## src/hdl/viewport_point_transform_bounds_core_macros.svh

```systemverilog
// Assertion helpers shared by the block's modules.
// Each expects signals named clk and rst in the module that uses it.
`ifndef VIEWPORT_POINT_TRANSFORM_BOUNDS_CORE_MACROS_SVH
`define VIEWPORT_POINT_TRANSFORM_BOUNDS_CORE_MACROS_SVH

// Consequent must hold in the same cycle as the antecedent.
`define VPTB_ASSERT_NOW(label, ante, cons, msg) \
  label: assert property (@(posedge clk) disable iff (rst) (ante) |-> (cons)) \
    else $error(msg);

// Consequent must hold in the cycle after the antecedent.
`define VPTB_ASSERT_NEXT(label, ante, cons, msg) \
  label: assert property (@(posedge clk) disable iff (rst) (ante) |=> (cons)) \
    else $error(msg);

`endif

```

## src/hdl/vptb_pkg.sv

```systemverilog
package vptb_pkg;

  // Field widths.
  localparam int MAP_W    = 48;
  localparam int DIFF_W   = 49;
  localparam int MAG_W    = 48;
  localparam int HALF_W   = 24;
  localparam int SCALE_W  = 32;
  localparam int PART_W   = 56;
  localparam int PROD_W   = 80;
  localparam int FRAC_W   = 32;
  localparam int IP_W     = 41;
  localparam int SUM_W    = 43;
  localparam int OFFSET_W = 16;
  localparam int SIZE_W   = 16;
  localparam int COORD_W  = 32;

  // Register stages inside one coordinate lane.
  localparam int LANE_STAGES = 5;

  // Default depth of the queue between front and back.
  localparam int QUEUE_DEPTH_DEF = 4;

  // Configuration port.
  localparam int ADDR_W    = 6;
  localparam int DATA_W    = 64;
  localparam int REG_IDX_W = 3;

  // Register indexes.
  localparam logic [REG_IDX_W-1:0] REG_VIEW_LEFT     = 3'd0;
  localparam logic [REG_IDX_W-1:0] REG_VIEW_BOTTOM   = 3'd1;
  localparam logic [REG_IDX_W-1:0] REG_SCALE_X       = 3'd2;
  localparam logic [REG_IDX_W-1:0] REG_SCALE_Y       = 3'd3;
  localparam logic [REG_IDX_W-1:0] REG_OFFSET_X      = 3'd4;
  localparam logic [REG_IDX_W-1:0] REG_OFFSET_Y      = 3'd5;
  localparam logic [REG_IDX_W-1:0] REG_SCREEN_WIDTH  = 3'd6;
  localparam logic [REG_IDX_W-1:0] REG_SCREEN_HEIGHT = 3'd7;

  // Integer part limit: larger products saturate anyway.
  localparam logic [IP_W-1:0] IP_LIMIT = {1'b1, {(IP_W-1){1'b0}}};

  localparam logic signed [COORD_W-1:0] COORD_MAX = {1'b0, {(COORD_W-1){1'b1}}};
  localparam logic signed [COORD_W-1:0] COORD_MIN = {1'b1, {(COORD_W-1){1'b0}}};

  // One classified point as it waits in the queue.
  typedef struct packed {
    logic signed [DIFF_W-1:0] diff_x;
    logic signed [DIFF_W-1:0] diff_y;
    logic                     last;
    logic                     first;
  } vptb_item_t;

  // Settings used by the back part.
  typedef struct packed {
    logic [SCALE_W-1:0]         scale_x;
    logic [SCALE_W-1:0]         scale_y;
    logic signed [OFFSET_W-1:0] offset_x;
    logic signed [OFFSET_W-1:0] offset_y;
    logic [SIZE_W-1:0]          screen_width;
    logic [SIZE_W-1:0]          screen_height;
  } vptb_cfg_t;

endpackage

```

## src/hdl/vptb_queue.sv

```systemverilog
`include "viewport_point_transform_bounds_core_macros.svh"

module vptb_queue import vptb_pkg::*; #(
  parameter int DEPTH = QUEUE_DEPTH_DEF
) (
  input  logic       clk,
  input  logic       rst,
  input  logic       push,
  input  vptb_item_t wr_item,
  input  logic       pop,
  output vptb_item_t head,
  output logic       head_valid,
  output logic       full
);

  localparam int AW = $clog2(DEPTH);
  localparam int CW = $clog2(DEPTH + 1);

  vptb_item_t    entries [DEPTH];
  logic [AW-1:0] wr_ptr;
  logic [AW-1:0] rd_ptr;
  logic [CW-1:0] count;

  assign head       = entries[rd_ptr];
  assign head_valid = count != '0;
  assign full       = count == CW'(DEPTH);

  // Storage needs no reset.
  always_ff @(posedge clk) begin
    if (push) begin
      entries[wr_ptr] <= wr_item;
    end
  end

  // Pointers wrap at the depth, which need not be a power of two.
  always_ff @(posedge clk) begin
    if (rst) begin
      wr_ptr <= '0;
      rd_ptr <= '0;
      count  <= '0;
    end else begin
      if (push) begin
        wr_ptr <= (wr_ptr == AW'(DEPTH - 1)) ? '0 : wr_ptr + 1'b1;
      end
      if (pop) begin
        rd_ptr <= (rd_ptr == AW'(DEPTH - 1)) ? '0 : rd_ptr + 1'b1;
      end
      if (push && !pop) begin
        count <= count + 1'b1;
      end else if (pop && !push) begin
        count <= count - 1'b1;
      end
    end
  end

  `VPTB_ASSERT_NOW(a_queue_no_overflow, push, count < CW'(DEPTH), "queue push while full")
  `VPTB_ASSERT_NOW(a_queue_no_underflow, pop, count != '0, "queue pop while empty")
  `VPTB_ASSERT_NEXT(a_queue_drain, pop && !push, count == $past(count) - 1'b1, "queue count slip")

endmodule

```

## config.mk

```make
export PLATFORM = sky130hd
export DESIGN_NAME = vptb_queue
export DESIGN_NICKNAME = d
export VERILOG_FILES = /design/src/hdl/vptb_pkg.sv /design/src/hdl/vptb_queue.sv
export VERILOG_INCLUDE_DIRS = /design/src /design/src/hdl
export SDC_FILE = /design/constraint.sdc
export NUM_CORES = 1
export LEC_CHECK = 0
export BUFFER_PORTS_ARGS = -buffer_cell sky130_fd_sc_hd__buf_4
export CORE_UTILIZATION = 45
export CTS_CLUSTER_DIAMETER = 120
export DETAILED_ROUTE_END_ITERATION = 6
export GPL_ROUTABILITY_DRIVEN = 0
export PLACE_DENSITY = 0.73
export SLEW_MARGIN = 10
export SYNTH_ARGS = -nofsm -noshare
export SYNTH_HDL_FRONTEND = slang
export SYNTH_SLANG_ARGS = --single-unit
export TNS_END_PERCENT = 5
```

## constraint.sdc

```tcl
create_clock -name clk -period 3.6 [get_ports clk]
set_input_delay 0.18 -clock clk [delete_from_list [all_inputs] [get_ports clk]]
set_output_delay 0.18 -clock clk [all_outputs]
set_load 0.01 [all_outputs]
```

After elaboration in Yosys (flattened, before gate mapping)
Memory sizes are Yosys's and may differ from the RTL's. A register that Yosys moved wholly into a read port is not among the register bits.
Index checks and enable logic that the tools add are counted.
{"block": "word_totals", "ff_bits": 7, "mem_bits_rw": 400, "input_bits": 104, "out_inout_bits": 102, "wordCells": 25, "n_memories": 1}
{"memory": "entries", "depth": 4, "word_bits": 100, "rd": 1, "rd_clocked_by_memory_dff": 1, "wr": 1, "line_no": "vptb_queue.sv:19", "source": "vptb_item_t entries [DEPTH];"}
{"block": "classes", "add_sub_neg": 4, "n_eq_ne": 3, "muxes": 8, "reduce_logical": 6}
{"operator": "two-way mux 2 bit", "n": 4}
{"operator": "two-way mux 3 bit", "n": 2}
{"operator": "adder 2 x 1 -> 2 bit (second input constant)", "n": 2}
{"operator": "== test 2 bit (second input constant)", "n": 2}
{"operator": "adder 3 x 1 -> 3 bit (second input constant)", "n": 1}
{"operator": "== test 3 bit (second input constant)", "n": 1}
{"operator": "nonzero test 3 bit", "n": 1}
{"operator": "subtractor 3 x 1 -> 3 bit (second input constant)", "n": 1}
{"operator": "logical AND 1 bit", "n": 2}
{"operator": "logical NOT 1 bit", "n": 2}
{"operator": "two-way mux 1 bit", "n": 2}
{"operator": "nonzero test 2 bit", "n": 1}

Logic depth before layout (Yosys ltp)
{"block": "depth", "depth_word": 4, "mapped_depth": 7}

Worst setup path after synthesis
No wires, ideal clock.
{"block": "synth_timing", "path_kind": "register -> register", "startpoint": "register wr_ptr[0]", "endpoint": "memory entries[3][0] (netlist bit) (enable)", "t_arrival_ns": 2.857, "required_time_ns": 3.130, "slack_ns": 0.274, "stages_incl_launch_ff": 3, "cell_sequence": "dfxtp_1 > ha_1 > and2_1"}
{"element": "start, declared", "line_no": "vptb_queue.sv:20", "source": "logic [AW-1:0] wr_ptr;"}
{"element": "start signal, assigned", "line_no": "vptb_queue.sv:43", "source": "wr_ptr <= (wr_ptr == AW'(DEPTH - 1)) ? '0 : wr_ptr + 1'b1;"}
{"element": "end, declared", "line_no": "vptb_queue.sv:19"}
Straight into the memory's write port.

==> impl_metrics.env <==
export IMPL_status="finished, final reports clean"
export IMPL_grt_overflow=0
export IMPL_dp_cells=1205
export IMPL_tightest_slew_ns=0.830
export IMPL_yosysSeqAreaShare_pct=81.4
export IMPL_port_buffer_count=205
export IMPL_ys_warn_count=0
export IMPL_cp_start_kind="flip-flop"
export IMPL_grt_pass1_wl_um=42000
export IMPL_final_common_cell="edfxtp_1"
export IMPL_syn_avg_cell_area_um2=26.4
export IMPL_cts_buffer_depth=3
export IMPL_busiest_layer="met2"
export IMPL_cts_resized=0
export IMPL_tns_ns=0
export IMPL_cts_buffers=41
export IMPL_grt_pass1_vias=7607
export IMPL_finalHoldViolations=0
export IMPL_clock_sinks=409
export IMPL_cts_tree="done"
export IMPL_first_iter_violations=430
export IMPL_cts_clk_slew_worst_paths_ns=0.06
export IMPL_min_to="entries[2][1]$_DFFE_PP_"
export IMPL_die_h_um=184
export IMPL_final_setup_viol_count=0
export IMPL_powerDensity_mw_per_mm2=553
export IMPL_reg2reg_from="wr_ptr[0]$_SDFFE_PP0P_"
export IMPL_synthTopCellsByArea="edfxtp_1, mux4_2, buf_12"
export IMPL_met1_usage_pct=21.4
export IMPL_gr_usage_met2_pct=27.9
export IMPL_synthToLayoutAreaGrowth_pct=29.3
export IMPL_ant_nets=0
export IMPL_io_pins=206
export IMPL_core_area_mm2=0.0326
export IMPL_fin_crit_ns=2.68
export IMPL_final_area_mm2=0.0194
export IMPL_r2r_setup_slack_ns=1.69
export IMPL_timing_max_cap_violations=0
export IMPL_clk_latency_ns=0.51
export IMPL_initial_core_util_pct=45.9
export IMPL_fin_nets=1021
export IMPL_vias_per_cell=5.09
export IMPL_routedWlPerCell_um=20.0
export IMPL_fin_skew_ns=0.0104
export IMPL_cts_root_buf="clkbuf_16"
export IMPL_ctsHoldBuffers=104
export IMPL_stdcell_count=1385
export IMPL_r2r_end="entries[3][61]$_DFFE_PP_"
export IMPL_synth_top_area_cell="edfxtp_1"
export IMPL_drc_errors=0
export IMPL_nFillCells=2278
export IMPL_synth_area_mm2=0.0150
export IMPL_ys_seq_elements=409
export IMPL_arrival_ns=2.50
export IMPL_synth_top_cell_area_share_pct=80.2
export IMPL_rsz0062_at_grt="false"
export IMPL_gr_usage_all_layers_pct=16.5
export IMPL_ff2ff_path_depth=3
export IMPL_synth_net_count=677
export IMPL_rows=66
export IMPL_globalRouteMet3Util_pct=4.03
export IMPL_slew_headroom_pct=44.7
export IMPL_design_die_area_mm2=0.0340
export IMPL_layout_drive_gt1_share_pct=40.6
export IMPL_layout_common_cells="edfxtp_1, buf_4, dlygate4sd3_1, mux4_2, clkbuf_16"
export IMPL_syn_inst=566
export IMPL_holdCritStartpoint="wr_item[1]"
export IMPL_worstHoldPathType="primary input to flip-flop"
export IMPL_required_ns=3.42
export IMPL_via_count=7046
export IMPL_peakVddDrop_v=0.000443
export IMPL_antenna_found_initial=3
export IMPL_crit_path_end_kind="output pin"
export IMPL_grt_max_degree=59
export IMPL_first_pass_iters=4
export IMPL_totalPowerFinal_mw=10.7
export IMPL_p_leak_nw=6.60
export IMPL_critical_path_class="flip-flop to output pin"
export IMPL_fin_crit_sh_pct=74.4
export IMPL_post_cts_buffers=0
export IMPL_hold_path_depth=2
export IMPL_hpwl_um=15800
export IMPL_worstPathMaxFanout=38
export IMPL_place_area_mm2=0.0170
export IMPL_fmax_mhz=373
export IMPL_die_w_um=184
export IMPL_wirelength_um=27800
export IMPL_htree_num_levels=2
export IMPL_ys_types=18
export IMPL_maxSlewViolCount=0
## per-stage QoR
| step | util [%] | hold WS, ns | setup slack [ns] |
|---|---|---|---|
| final | 59.3 | 0.402 | 0.922 |
| after global routing | 59.3 | 0.389 | 0.721 |
| after CTS | 59.3 | 0.374 | 0.824 |
| after detailed placement | 52.1 | 0.384 | 1.39 |
| after global placement | 52.1 | 0.380 | 1.39 |
| after floorplan | - | 0.249 | 0.274 |
## registers in the layout, indices dropped and copies added (netlist names), named ones only
name	count
count	3
entries	400
rd_ptr	2
wr_ptr	2
## critical path, stage by stage (launching register included)
cell and delay (ns):
dfxtp_4 0.87, buf_4 0.37, mux4_2 0.53, buf_4 0.16
## power by group
part / switching [mW] / internal [mW]
Clock: 1.65 / 2.44
Sequential: 0.0838 / 5.46
Combinational: 0.479 / 0.587
Total: 2.21 / 8.48
## routing by layer
| metal | vias to the layer above | share of wire (%) |
|---|---|---|
| met5 | - | 0 |
| met3 | 46 | 6.2 |
| met4 | 0 | 1.9 |
| met1 | 3653 | 42 |
| met2 | 209 | 50 |
| li1 | 3138 | - |
## synthesized netlist by cell type, drive strengths merged
master	instances
and2	4
inv	4
ha	6
buf	22
mux2i	4
mux4	100
nor2	7
o21ai	1
fa	1
edfxtp	400
dfxtp	9
xor2	2
nor3b	2
or3	2
a21oi	2
## worst max-delay path by stage
stage                                 from                 endpoint  slack (ns)
floorplan           wr_ptr[0]$_SDFFE_PP0P_  entries[3][0]$_DFFE_PP_        0.27
global route                     flip-flop                 head[42]        0.72
global placement                 flip-flop                 head[41]        1.39
finish                           flip-flop                 head[34]        0.92
detailed placement               flip-flop                 head[34]        1.39
CTS                              flip-flop                 head[34]        0.82
## final cells by class
cell class	count	area, um2	share of cell area, %
timing repair buffer	323	2770	14.3
inverter	4	15.0	0.0776
clock buffer	57	1150	5.93
antenna	3	7.51	0.0388
multi-input combinational	131	2510	13.0
sequential	409	12200	63.0
clock inverter	16	154	0.795
tap	442	553	2.86
## cells by family after synthesis
family / count (synthesis) / share of synthesized area [%]
buffers and inverters: 26 / 1.87
XOR/XNOR: 2 / 0.117
adder cells (fa/ha/maj): 7 / 0.635
AND/OR/NAND/NOR: 15 / 0.526
multiplexers: 104 / 15.3
flip-flops: 409 / 81.4
AO/OA/AOI/OAI: 3 / 0.100
(Power assumes the default switching activity.)
