$ cat src/hdl/viewport_point_transform_bounds_core_macros.svh
// Assertion helpers shared by the block's modules.
// Each expects signals named clk and rst in the module that uses it.
`ifndef VIEWPORT_POINT_TRANSFORM_BOUNDS_CORE_MACROS_SVH
`define VIEWPORT_POINT_TRANSFORM_BOUNDS_CORE_MACROS_SVH

// Consequent must hold in the same cycle as the antecedent.
`define VPTB_ASSERT_NOW(label, ante, cons, msg) \
  label: assert property (@(posedge clk) disable iff (rst) (ante) |-> (cons)) \
    else $error(msg);

// Consequent must hold in the cycle after the antecedent.
`define VPTB_ASSERT_NEXT(label, ante, cons, msg) \
  label: assert property (@(posedge clk) disable iff (rst) (ante) |=> (cons)) \
    else $error(msg);

`endif

$ cat src/hdl/vptb_pkg.sv
package vptb_pkg;

  // Field widths.
  localparam int MAP_W    = 48;
  localparam int DIFF_W   = 49;
  localparam int MAG_W    = 48;
  localparam int HALF_W   = 24;
  localparam int SCALE_W  = 32;
  localparam int PART_W   = 56;
  localparam int PROD_W   = 80;
  localparam int FRAC_W   = 32;
  localparam int IP_W     = 41;
  localparam int SUM_W    = 43;
  localparam int OFFSET_W = 16;
  localparam int SIZE_W   = 16;
  localparam int COORD_W  = 32;

  // Register stages inside one coordinate lane.
  localparam int LANE_STAGES = 5;

  // Default depth of the queue between front and back.
  localparam int QUEUE_DEPTH_DEF = 4;

  // Configuration port.
  localparam int ADDR_W    = 6;
  localparam int DATA_W    = 64;
  localparam int REG_IDX_W = 3;

  // Register indexes.
  localparam logic [REG_IDX_W-1:0] REG_VIEW_LEFT     = 3'd0;
  localparam logic [REG_IDX_W-1:0] REG_VIEW_BOTTOM   = 3'd1;
  localparam logic [REG_IDX_W-1:0] REG_SCALE_X       = 3'd2;
  localparam logic [REG_IDX_W-1:0] REG_SCALE_Y       = 3'd3;
  localparam logic [REG_IDX_W-1:0] REG_OFFSET_X      = 3'd4;
  localparam logic [REG_IDX_W-1:0] REG_OFFSET_Y      = 3'd5;
  localparam logic [REG_IDX_W-1:0] REG_SCREEN_WIDTH  = 3'd6;
  localparam logic [REG_IDX_W-1:0] REG_SCREEN_HEIGHT = 3'd7;

  // Integer part limit: larger products saturate anyway.
  localparam logic [IP_W-1:0] IP_LIMIT = {1'b1, {(IP_W-1){1'b0}}};

  localparam logic signed [COORD_W-1:0] COORD_MAX = {1'b0, {(COORD_W-1){1'b1}}};
  localparam logic signed [COORD_W-1:0] COORD_MIN = {1'b1, {(COORD_W-1){1'b0}}};

  // One classified point as it waits in the queue.
  typedef struct packed {
    logic signed [DIFF_W-1:0] diff_x;
    logic signed [DIFF_W-1:0] diff_y;
    logic                     last;
    logic                     first;
  } vptb_item_t;

  // Settings used by the back part.
  typedef struct packed {
    logic [SCALE_W-1:0]         scale_x;
    logic [SCALE_W-1:0]         scale_y;
    logic signed [OFFSET_W-1:0] offset_x;
    logic signed [OFFSET_W-1:0] offset_y;
    logic [SIZE_W-1:0]          screen_width;
    logic [SIZE_W-1:0]          screen_height;
  } vptb_cfg_t;

endpackage

$ cat src/hdl/vptb_front.sv
module vptb_front import vptb_pkg::*; (
  input  logic                    clk,
  input  logic                    rst,
  input  logic                    in_valid,
  output logic                    in_stall,
  input  logic signed [MAP_W-1:0] map_x,
  input  logic signed [MAP_W-1:0] map_y,
  input  logic                    last_point,
  input  logic signed [MAP_W-1:0] view_left,
  input  logic signed [MAP_W-1:0] view_bottom,
  input  logic                    queue_full,
  output logic                    push,
  output vptb_item_t              item
);

  logic in_batch;

  // Accept whenever the queue has room.
  assign in_stall = queue_full;
  assign push     = in_valid && !queue_full;

  // Offsets from the view reference, exact in one extra bit.
  always_comb begin
    item.diff_x = DIFF_W'(map_x) - DIFF_W'(view_left);
    item.diff_y = DIFF_W'(view_bottom) - DIFF_W'(map_y);
    item.last   = last_point;
    item.first  = !in_batch;
  end

  // A batch stays open until its last point goes by.
  always_ff @(posedge clk) begin
    if (rst) begin
      in_batch <= 1'b0;
    end else if (push) begin
      in_batch <= !last_point;
    end
  end

endmodule

$ cat config.mk
export PLATFORM = sky130hd
export DESIGN_NAME = vptb_front
export DESIGN_NICKNAME = d
export VERILOG_FILES = /design/src/hdl/viewport_point_transform_bounds_core_macros.svh /design/src/hdl/vptb_pkg.sv /design/src/hdl/vptb_front.sv
export SDC_FILE = /design/constraint.sdc
export NUM_CORES = 1
export LEC_CHECK = 0
export BUFFER_PORTS_ARGS = -buffer_cell sky130_fd_sc_hd__buf_2
export CORE_ASPECT_RATIO = 0.7
export CORE_MARGIN = 4
export CORE_UTILIZATION = 40
export DETAILED_ROUTE_END_ITERATION = 10
export PLACE_DENSITY_LB_ADDON = 0.3
export REMOVE_ABC_BUFFERS = 1
export SLEW_MARGIN = 5
export SYNTH_ARGS = -nofsm -noshare
export SYNTH_HDL_FRONTEND = slang
export SYNTH_SLANG_ARGS = --single-unit
$ cat constraint.sdc
create_clock -name clk -period 7.3 [get_ports clk]
set_input_delay 0.365 -clock clk [delete_from_list [all_inputs] [get_ports clk]]
set_output_delay 0.365 -clock clk [all_outputs]
set_load 0.03 [all_outputs]
# Word level (Yosys, flattened, before mapping)
# Cells that the tools add are included.
[word_totals] wordCells=7 register_bits=1 output_inout_bits=102 inputBits=197
[classes] addsub=2 n_reduce_logical=4
[ops] op="$sub 48x48->49" count=2
[ops] op="$logic_not 1->1" count=3
[ops] op="$logic_and 1x1->1" count=1

# Longest topological paths before layout
# Gate-level depths: netlist (run 1).
[logic_depth] ltp_word=2 ltp_mapped=12

# Worst setup path before layout (run 1)
# Ideal clock, no wire load.
[synth_path] path_type="input-to-output" from="input port view_bottom[0]" to="output port item[28] (netlist bit)" cell_stages=12 t_required_ps=6935 setup_slack_ps=3236 arrival_time_ps=3699 cell_sequence="inv_1 ha_1 fa_1 nor2b_1 o211ai_1 a21oi_1 o31ai_4 nor2_1 o41a_1 a21oi_2 nor3b_1 a2111oi_0"
[synth_rtl] item="start, declared" line="vptb_front.sv:10" source="input logic signed [MAP_W-1:0] view_bottom,"
[synth_rtl] item="end, declared" line="vptb_front.sv:13" source="output vptb_item_t item"

==> results by group, run 1 <==
Outcome
  – Status: completed

Finish
  – Post-route cell area: ~7700 sq um
  – Largest registers: in_batch (1)
  – Area growth, synth to finish: 26.00%
  – Nets: about 1,500
  – Largest Register: in_batch
  – Layout cell share with drive strength beyond 1: 0.2739
  – Max reg flops: 1

Setup path
  – Reg2reg path depth: 2
  – Req. time, crit path: 6930 ps
  – Crit Path Category: input pin to primary output
  – Critical path endpoint category: primary output
  – Setup crit start kind: input pin
  – CP Max Fanout: 6
  – CP arrival: ~3400 ps

Drt
  – Via count: 7,450
  – Drt via density: 5.375
  – 1st-iter DRT viols: around 380
  – DRC: 0
  – Metal3 WL: approximately 1600 um
  – Post-Route WL: 19,620 um
  – Met1 WL: a little over 9000 um
  – Post-route ant nets: 0
  – Metal2 WL: ~8600 um
  – Drt wl/cell: between 10 and 15 um
  – Highest metal used: met4
  – First drt pass iteration count: 5

Floorplanning
  – Ports: around 300
  – Core area: 14,860 sq um
  – Die area: ~17,000 sq um
  – Initial Util: 0.4120
  – Die width: around 160 um
  – Std-Cell Rows: 37
  – Die Ht: between 100 and 150 um

STA
  – Fmax: ~260 MHz
  – Final period util: 0.5187
  – Hold Violations, Final: 0
  – Worst Max-Slew Pin Slew: approximately 690 ps
  – Final number of setup-violating endpoints: 0
  – Final Max Tran Viols: 0
  – Final min period: approximately 3800 ps
  – RSZ-0062 raised after global routing: false
  – TNS Setup: 0 ps
  – Setup Skew: 0 ps
  – Relative slew slack: 0.5355

Global routing
  – Initial antenna violation count: 0
  – Vias in the first global route: around 6,800
  – Total global-route track usage: 0.2054
  – First-pass GRT wire length: 31,590 um
  – Grt total ovfl: 0
  – Largest net degree at the start of global routing: 13

Clock network
  – Worst skew pair latency: 0 ps
  – Post-CTS Setup Inserts: 0
  – Clk slew on worst S/H paths: 0 ps
  – CTS-repair resized insts: 0
  – Hold_buf cts: 0

Placement
  – IO buf count: between 200 and 300
  – Placement Cell Area: between 7000 and 8000 sq um
  – Hpwl dp: 17,270 um
  – Routability cong.: around 0.95

Power
  – Internal power: 351.9 uW
  – Comb power frac: 0.994
  – Power per cell area: ~130 nW/um^2
  – Clock network power share: 0
  – Leakage: approximately 0.0043 uW
  – Switching share of power: 0.6460
  – Sequential power share: 0.006
  – Peak supply drop: between 0.08 and 0.09 mV
  – NetSw: approximately 640 uW

Yosys
  – Ys async rst share: 0
  – EDFF count, synth: 0
  – Synth Cell Area: about 6100 sq um
  – YS warnings: 0
  – Synthesized flop and latch total: 1
  – Synth unique cells: 76
  – Register area share after synthesis: 0.003270
  – Post-synth top area share: 0.1962
  – Synth area leader: ha_1
  – Synth Flop Type: dfxtp_1
  – Synth Area per Inst: between 6 and 7 sq um
  – Synth cell count leaders: 129 x inv_1, 107 x a21oi_1, 96 x ha_1, 65 x nand2_1, 62 x nor2_1
  – Most frequent cell after synthesis: inv_1
  – Synth Instances: roughly 900
  – Top post-synthesis cells by area: ha_1 20%, a21oi_1 8.7%, inv_1 7.9%

Min path
  – Hold Path Class: register to register
  – Hold path cells: 2

Flow run
  – Max Cap Viol: 0
## area by class of cell
class / instances / area (sq um)
repair buffers: 298 / 1491
flip-flops and latches: 1 / 20.02
inverters: 129 / 484.2
fillers: 1553 / 7147
multi-input cells: 762 / 5472
well taps: 195 / 244.0
diodes: 1 / 2.502
## power by group through the flow
stage	logic [uW]	clock network (uW)	registers [uW]
CTS	986	0	6.10
global route	1070	0	6.12
floorplan	705	0	6.08
global placement	977	0	6.10
detailed placement	981	0	6.10
finish	988	0.0000184	6.10
## stage by stage
stage / util / setup slack (ps) / total power, uW / instances / hold slack [ps]
after global routing: 0.5189 / 3361 / 1078 / 1385 / 538.0
after CTS: 0.5189 / 3639 / 992.0 / 1385 / 496.1
after detailed placement: 0.5189 / 3645 / 987.0 / 1385 / 496.1
final: 0.5191 / 3514 / 994.0 / 1386 / 491.3
after global placement: 0.5189 / 3667 / 983.0 / 1385 / 481.8
after floorplan: - / 3240 / 711.5 / 892 / 437.8
## per-layer routing
layer	vias up	track usage
li1	3843	-
met1	3285	0.2996
met2	306	0.3357
met3	16	0.02214
met4	0	0.02216
met5	-	0
## cell usage in the layout (no fill, tap or decap), types with 3 or more instances in the layout
| cell | instances |
|---|---|
| nor4_1 | 5 |
| ha_1 | 96 |
| nor3_1 | 20 |
| o21ai_0 | 45 |
| a221o_1 | 4 |
| nor2b_1 | 11 |
| and2_1 | 4 |
| buf_2 | 298 |
| nand2b_1 | 9 |
| o31ai_1 | 5 |
| and4_1 | 3 |
| or2_2 | 3 |
| a31oi_1 | 17 |
| xnor2_1 | 55 |
| nand3_1 | 23 |
| o21bai_1 | 24 |
| nand3b_1 | 4 |
| nor2_1 | 62 |
| o21a_1 | 9 |
| nand2_1 | 65 |
| o21ai_1 | 3 |
| o211ai_1 | 6 |
| a21oi_1 | 107 |
| and3_1 | 12 |
| nand4_1 | 16 |
| inv_1 | 129 |
| a211oi_1 | 8 |
| nor3b_1 | 5 |
| xor2_1 | 26 |
| a21o_1 | 56 |
## cell families (layout without fill, tap and decap cells)
family,count (synthesis),count (layout),synth area share
AND/OR/NAND/NOR,252,252,0.2103
other,0,1,0
multiplexers,5,5,0.008788
adder cells (fa/ha/maj),98,98,0.2027
XOR/XNOR,81,81,0.1159
flip-flops,1,1,0.003270
buffers and inverters,163,427,0.1030
AO/OA/AOI/OAI,326,326,0.3560
## worst paths after layout
check                           slack (ps)  startpoint        to
worst min register to register         490    in_batch  in_batch
worst max-delay path                  3510    map_y[0]  item[38]
worst max register to register        6660    in_batch  in_batch
worst min-delay path                   490    in_batch  in_batch
## critical path: stages
cell and delay [ps]:
buf_2 100, ha_1 210, fa_1 410, nor2b_1 190
o211ai_1 110, a21oi_1 310, o31ai_4 100, o21ai_0 170
a21oi_1 220, nor4_1 550, nor2_1 160, a211oi_1 280
buf_2 250
No activity file was read; power rests on OpenSTA's default activity.
==> run 2: changes to the inputs <==
--- a/config.mk
+++ b/config.mk
@@ -5,6 +5,7 @@
 export SDC_FILE = /design/constraint.sdc
 export NUM_CORES = 1
 export LEC_CHECK = 0
+export ABC_AREA = 1
 export BUFFER_PORTS_ARGS = -buffer_cell sky130_fd_sc_hd__buf_2
 export CORE_ASPECT_RATIO = 0.7
 export CORE_MARGIN = 4
==> constraint.sdc (replaced) <==
create_clock -name clk -period 3.61 [get_ports clk]
set_input_delay 0.1805 -clock clk [delete_from_list [all_inputs] [get_ports clk]]
set_output_delay 0.1805 -clock clk [all_outputs]
set_load 0.03 [all_outputs]
==> results by group, run 2 <==
Min path
  – Hold Path Class: input pin to register
  – Hold path cells: 2

STA
  – Setup WS post-layout: around 1100 ps
  – Final number of setup-violating endpoints: 0
  – RSZ-0062 raised after global routing: false
  – Final period util: 0.6882
  – TNS Setup: 0 ps
  – Setup Skew: 0 ps
  – Hold Violations, Final: 0
  – Hold WS: 359.3 ps
  – Worst Max-Slew Pin Slew: 477.5 ps
  – Final min period: between 2000 and 2500 ps
  – Relative slew slack: 0.6805
  – Fmax: ~400 MHz
  – Final Max Tran Viols: 0

Finish
  – Nets: roughly 2,600
  – Area growth, synth to finish: 20.22%
  – Max reg flops: 1
  – Layout cell share with drive strength beyond 1: 0.1835
  – ANT cells: 0
  – Largest registers: in_batch (1)
  – Commonest non-fill, non-tap cell in the layout: nand2_1
  – Largest Register: in_batch
  – Most frequent cells in the layout: 833 x nand2_1, 556 x inv_1, 298 x buf_2, 142 x nor2_1, 96 x ha_1

Placement
  – IO buf count: around 300
  – Hpwl dp: 36,020 um
  – Routability cong.: between 1 and 1.5
  – Setup WS pre-CTS: roughly 1200 ps

Drt
  – Post-route ant nets: 0
  – Drt via density: between 4 and 5
  – First drt pass iteration count: 5
  – DRC: 0
  – Via count: 12,300
  – 1st-iter DRT viols: approximately 1,100
  – Post-Route WL: approximately 39,000 um
  – Drt wl/cell: about 15 um

Global routing
  – Total global-route track usage: 0.2885
  – First-pass GRT wire length: between 50,000 and 60,000 um
  – Largest net degree at the start of global routing: 7
  – Grt total ovfl: 0
  – Initial antenna violation count: 0
  – Vias in the first global route: 10,730

Setup path
  – Setup crit start kind: input pin
  – Critical path destination: item[98]
  – Worst reg2reg path endpoint: in_batch
  – CP Cell Sequence: buf_2 > ha_1 > nand2_1 > inv_1 > nand2_1 > nor2_1 > nand2_1 > nor2_1 > nand2_1 > nand3_1 > nand2_1 > nand2_1 > buf_2
  – CP Max Fanout: 5
  – Worst path depth: 13
  – Critical path endpoint category: primary output
  – Top cell by count, worst path: nand2_1
  – Reg2Reg Launch Point: in_batch
  – Reg2reg path depth: 2
  – WP buf/inv: 3
  – R2r setup slk: approximately 2900 ps
  – Crit Path Category: input pin to primary output
  – Req. time, crit path: between 3000 and 4000 ps
  – Largest delay share family, worst path: simple AND/OR/NAND/NOR gates
  – CP startpoint: map_x[32]
  – CP arrival: 2300 ps
  – Max stage delay cell, worst path: ha_1
  – CP max stage delay: approximately 500 ps

Power
  – Power per cell area: between 200 and 250 nW/um^2
  – Leakage: around 0.008 uW
  – Peak supply drop: between 0.1 and 0.15 mV

Floorplanning
  – Die area: 25,610 sq um
  – Std-Cell Rows: 46
  – Core area: around 23,000 sq um
  – Die width: approximately 190 um
  – Ports: 299
  – Initial Util: 0.4071
  – Die Ht: ~140 um

Yosys
  – Register area share after synthesis: 0.002169
  – Ys async rst share: 0
  – Synth Instances: roughly 2,000
  – Synth Cell Area: 9231 sq um
  – EDFF count, synth: 0
  – Synth Flop Type: dfxtp_1
  – YS warnings: 0
  – Most frequent cell after synthesis: nand2_1
  – Synth unique cells: 27
  – Synth cell count leaders: 833 x nand2_1, 556 x inv_1, 142 x nor2_1, 96 x ha_1, 74 x nand3_1
  – Top post-synthesis cells by area: nand2_1 34%, inv_1 23%, ha_1 13%
  – Post-synth top area share: 0.3387
  – Synth area leader: nand2_1
  – Synthesized flop and latch total: 1
  – Synth Area per Inst: 4.658 sq um

Clock network
  – CTS-repair resized insts: 0
  – Clk slew on worst S/H paths: 0 ps
  – Post-CTS Setup Inserts: 0
  – Worst skew pair latency: 0 ps
  – Hold_buf cts: 0

Flow run
  – Max Cap Viol: 0

Outcome
  – Status: completed
==> run 2: cell types whose count changed after synthesis, moves of 35 or more <==
| cell | change |
|---|---|
| xnor2_1 | -53 |
| nand2_1 | +768 |
| nand2_2 | +35 |
| a21o_1 | -54 |
| nand3_1 | +51 |
| inv_1 | +427 |
| o21ai_0 | -45 |
| a21oi_1 | -51 |
| nor2_1 | +80 |
| nor2_2 | +49 |
==> run 2: worst min path at each step <==
stage	startpoint	end	slack (ps)
after floorplan	rst	in_batch	260
after global placement	rst	in_batch	350
after detailed placement	rst	in_batch	360
after CTS	rst	in_batch	360
after global routing	rst	in_batch	370
final	rst	in_batch	360
==> run 2: layer usage <==
layer | vias up | GRT usage | part of all wire
li1 | 6327 | - | -
met1 | 5391 | 0.4771 | 0.51
met2 | 567 | 0.3840 | 0.36
met3 | 10 | 0.07287 | 0.12
met4 | 0 | 0.005221 | 0.0023
met5 | - | 0 | 0
==> run 2: kinds of logic after synthesis <==
group                      synth area share
DFF                                0.002169
and+or+nand+nor                      0.5432
AOI/OAI and AO/OA                   0.03931
adders and majority gates            0.1345
buffers and inverters                0.2334
xor gates and xnor gates            0.04744
==> run 2: final cells by class <==
cell class | instances | area (sq um)
inverter | 570 | 2140
sequential | 1 | 20.02
timing repair buffer | 298 | 1491
fill | 2707 | 11580
multi-input combinational | 1409 | 7057
tap | 312 | 390.4
==> run 2: where the power goes <==
part | leakage, uW | switching [uW] | total, uW | internal (uW)
clock network | 0 | 0 | 0 | 0
registers | 0.00000826 | 0.434 | 12.5 | 12.0
logic | 0.00778 | 1720 | 2420 | 699
total | 0.00779 | 1720 | 2430 | 711
==> run 2: worst register-to-register path: stages, from the launching register on <==
cell,delay [ps]
dfxtp_1,320
nor2_1,50
a211oi_1,200
==> run 2: per-stage QoR <==
step | util | total power (uW) | instances | instance area (sq um)
floorplan | - | 1586 | 1980 | 9216
global placement | 0.4894 | 2380 | 2590 | 11100
detailed placement | 0.4894 | 2380 | 2590 | 11100
CTS | 0.4894 | 2391 | 2590 | 11100
global route | 0.4894 | 2628 | 2590 | 11100
finish | 0.4894 | 2428 | 2590 | 11100
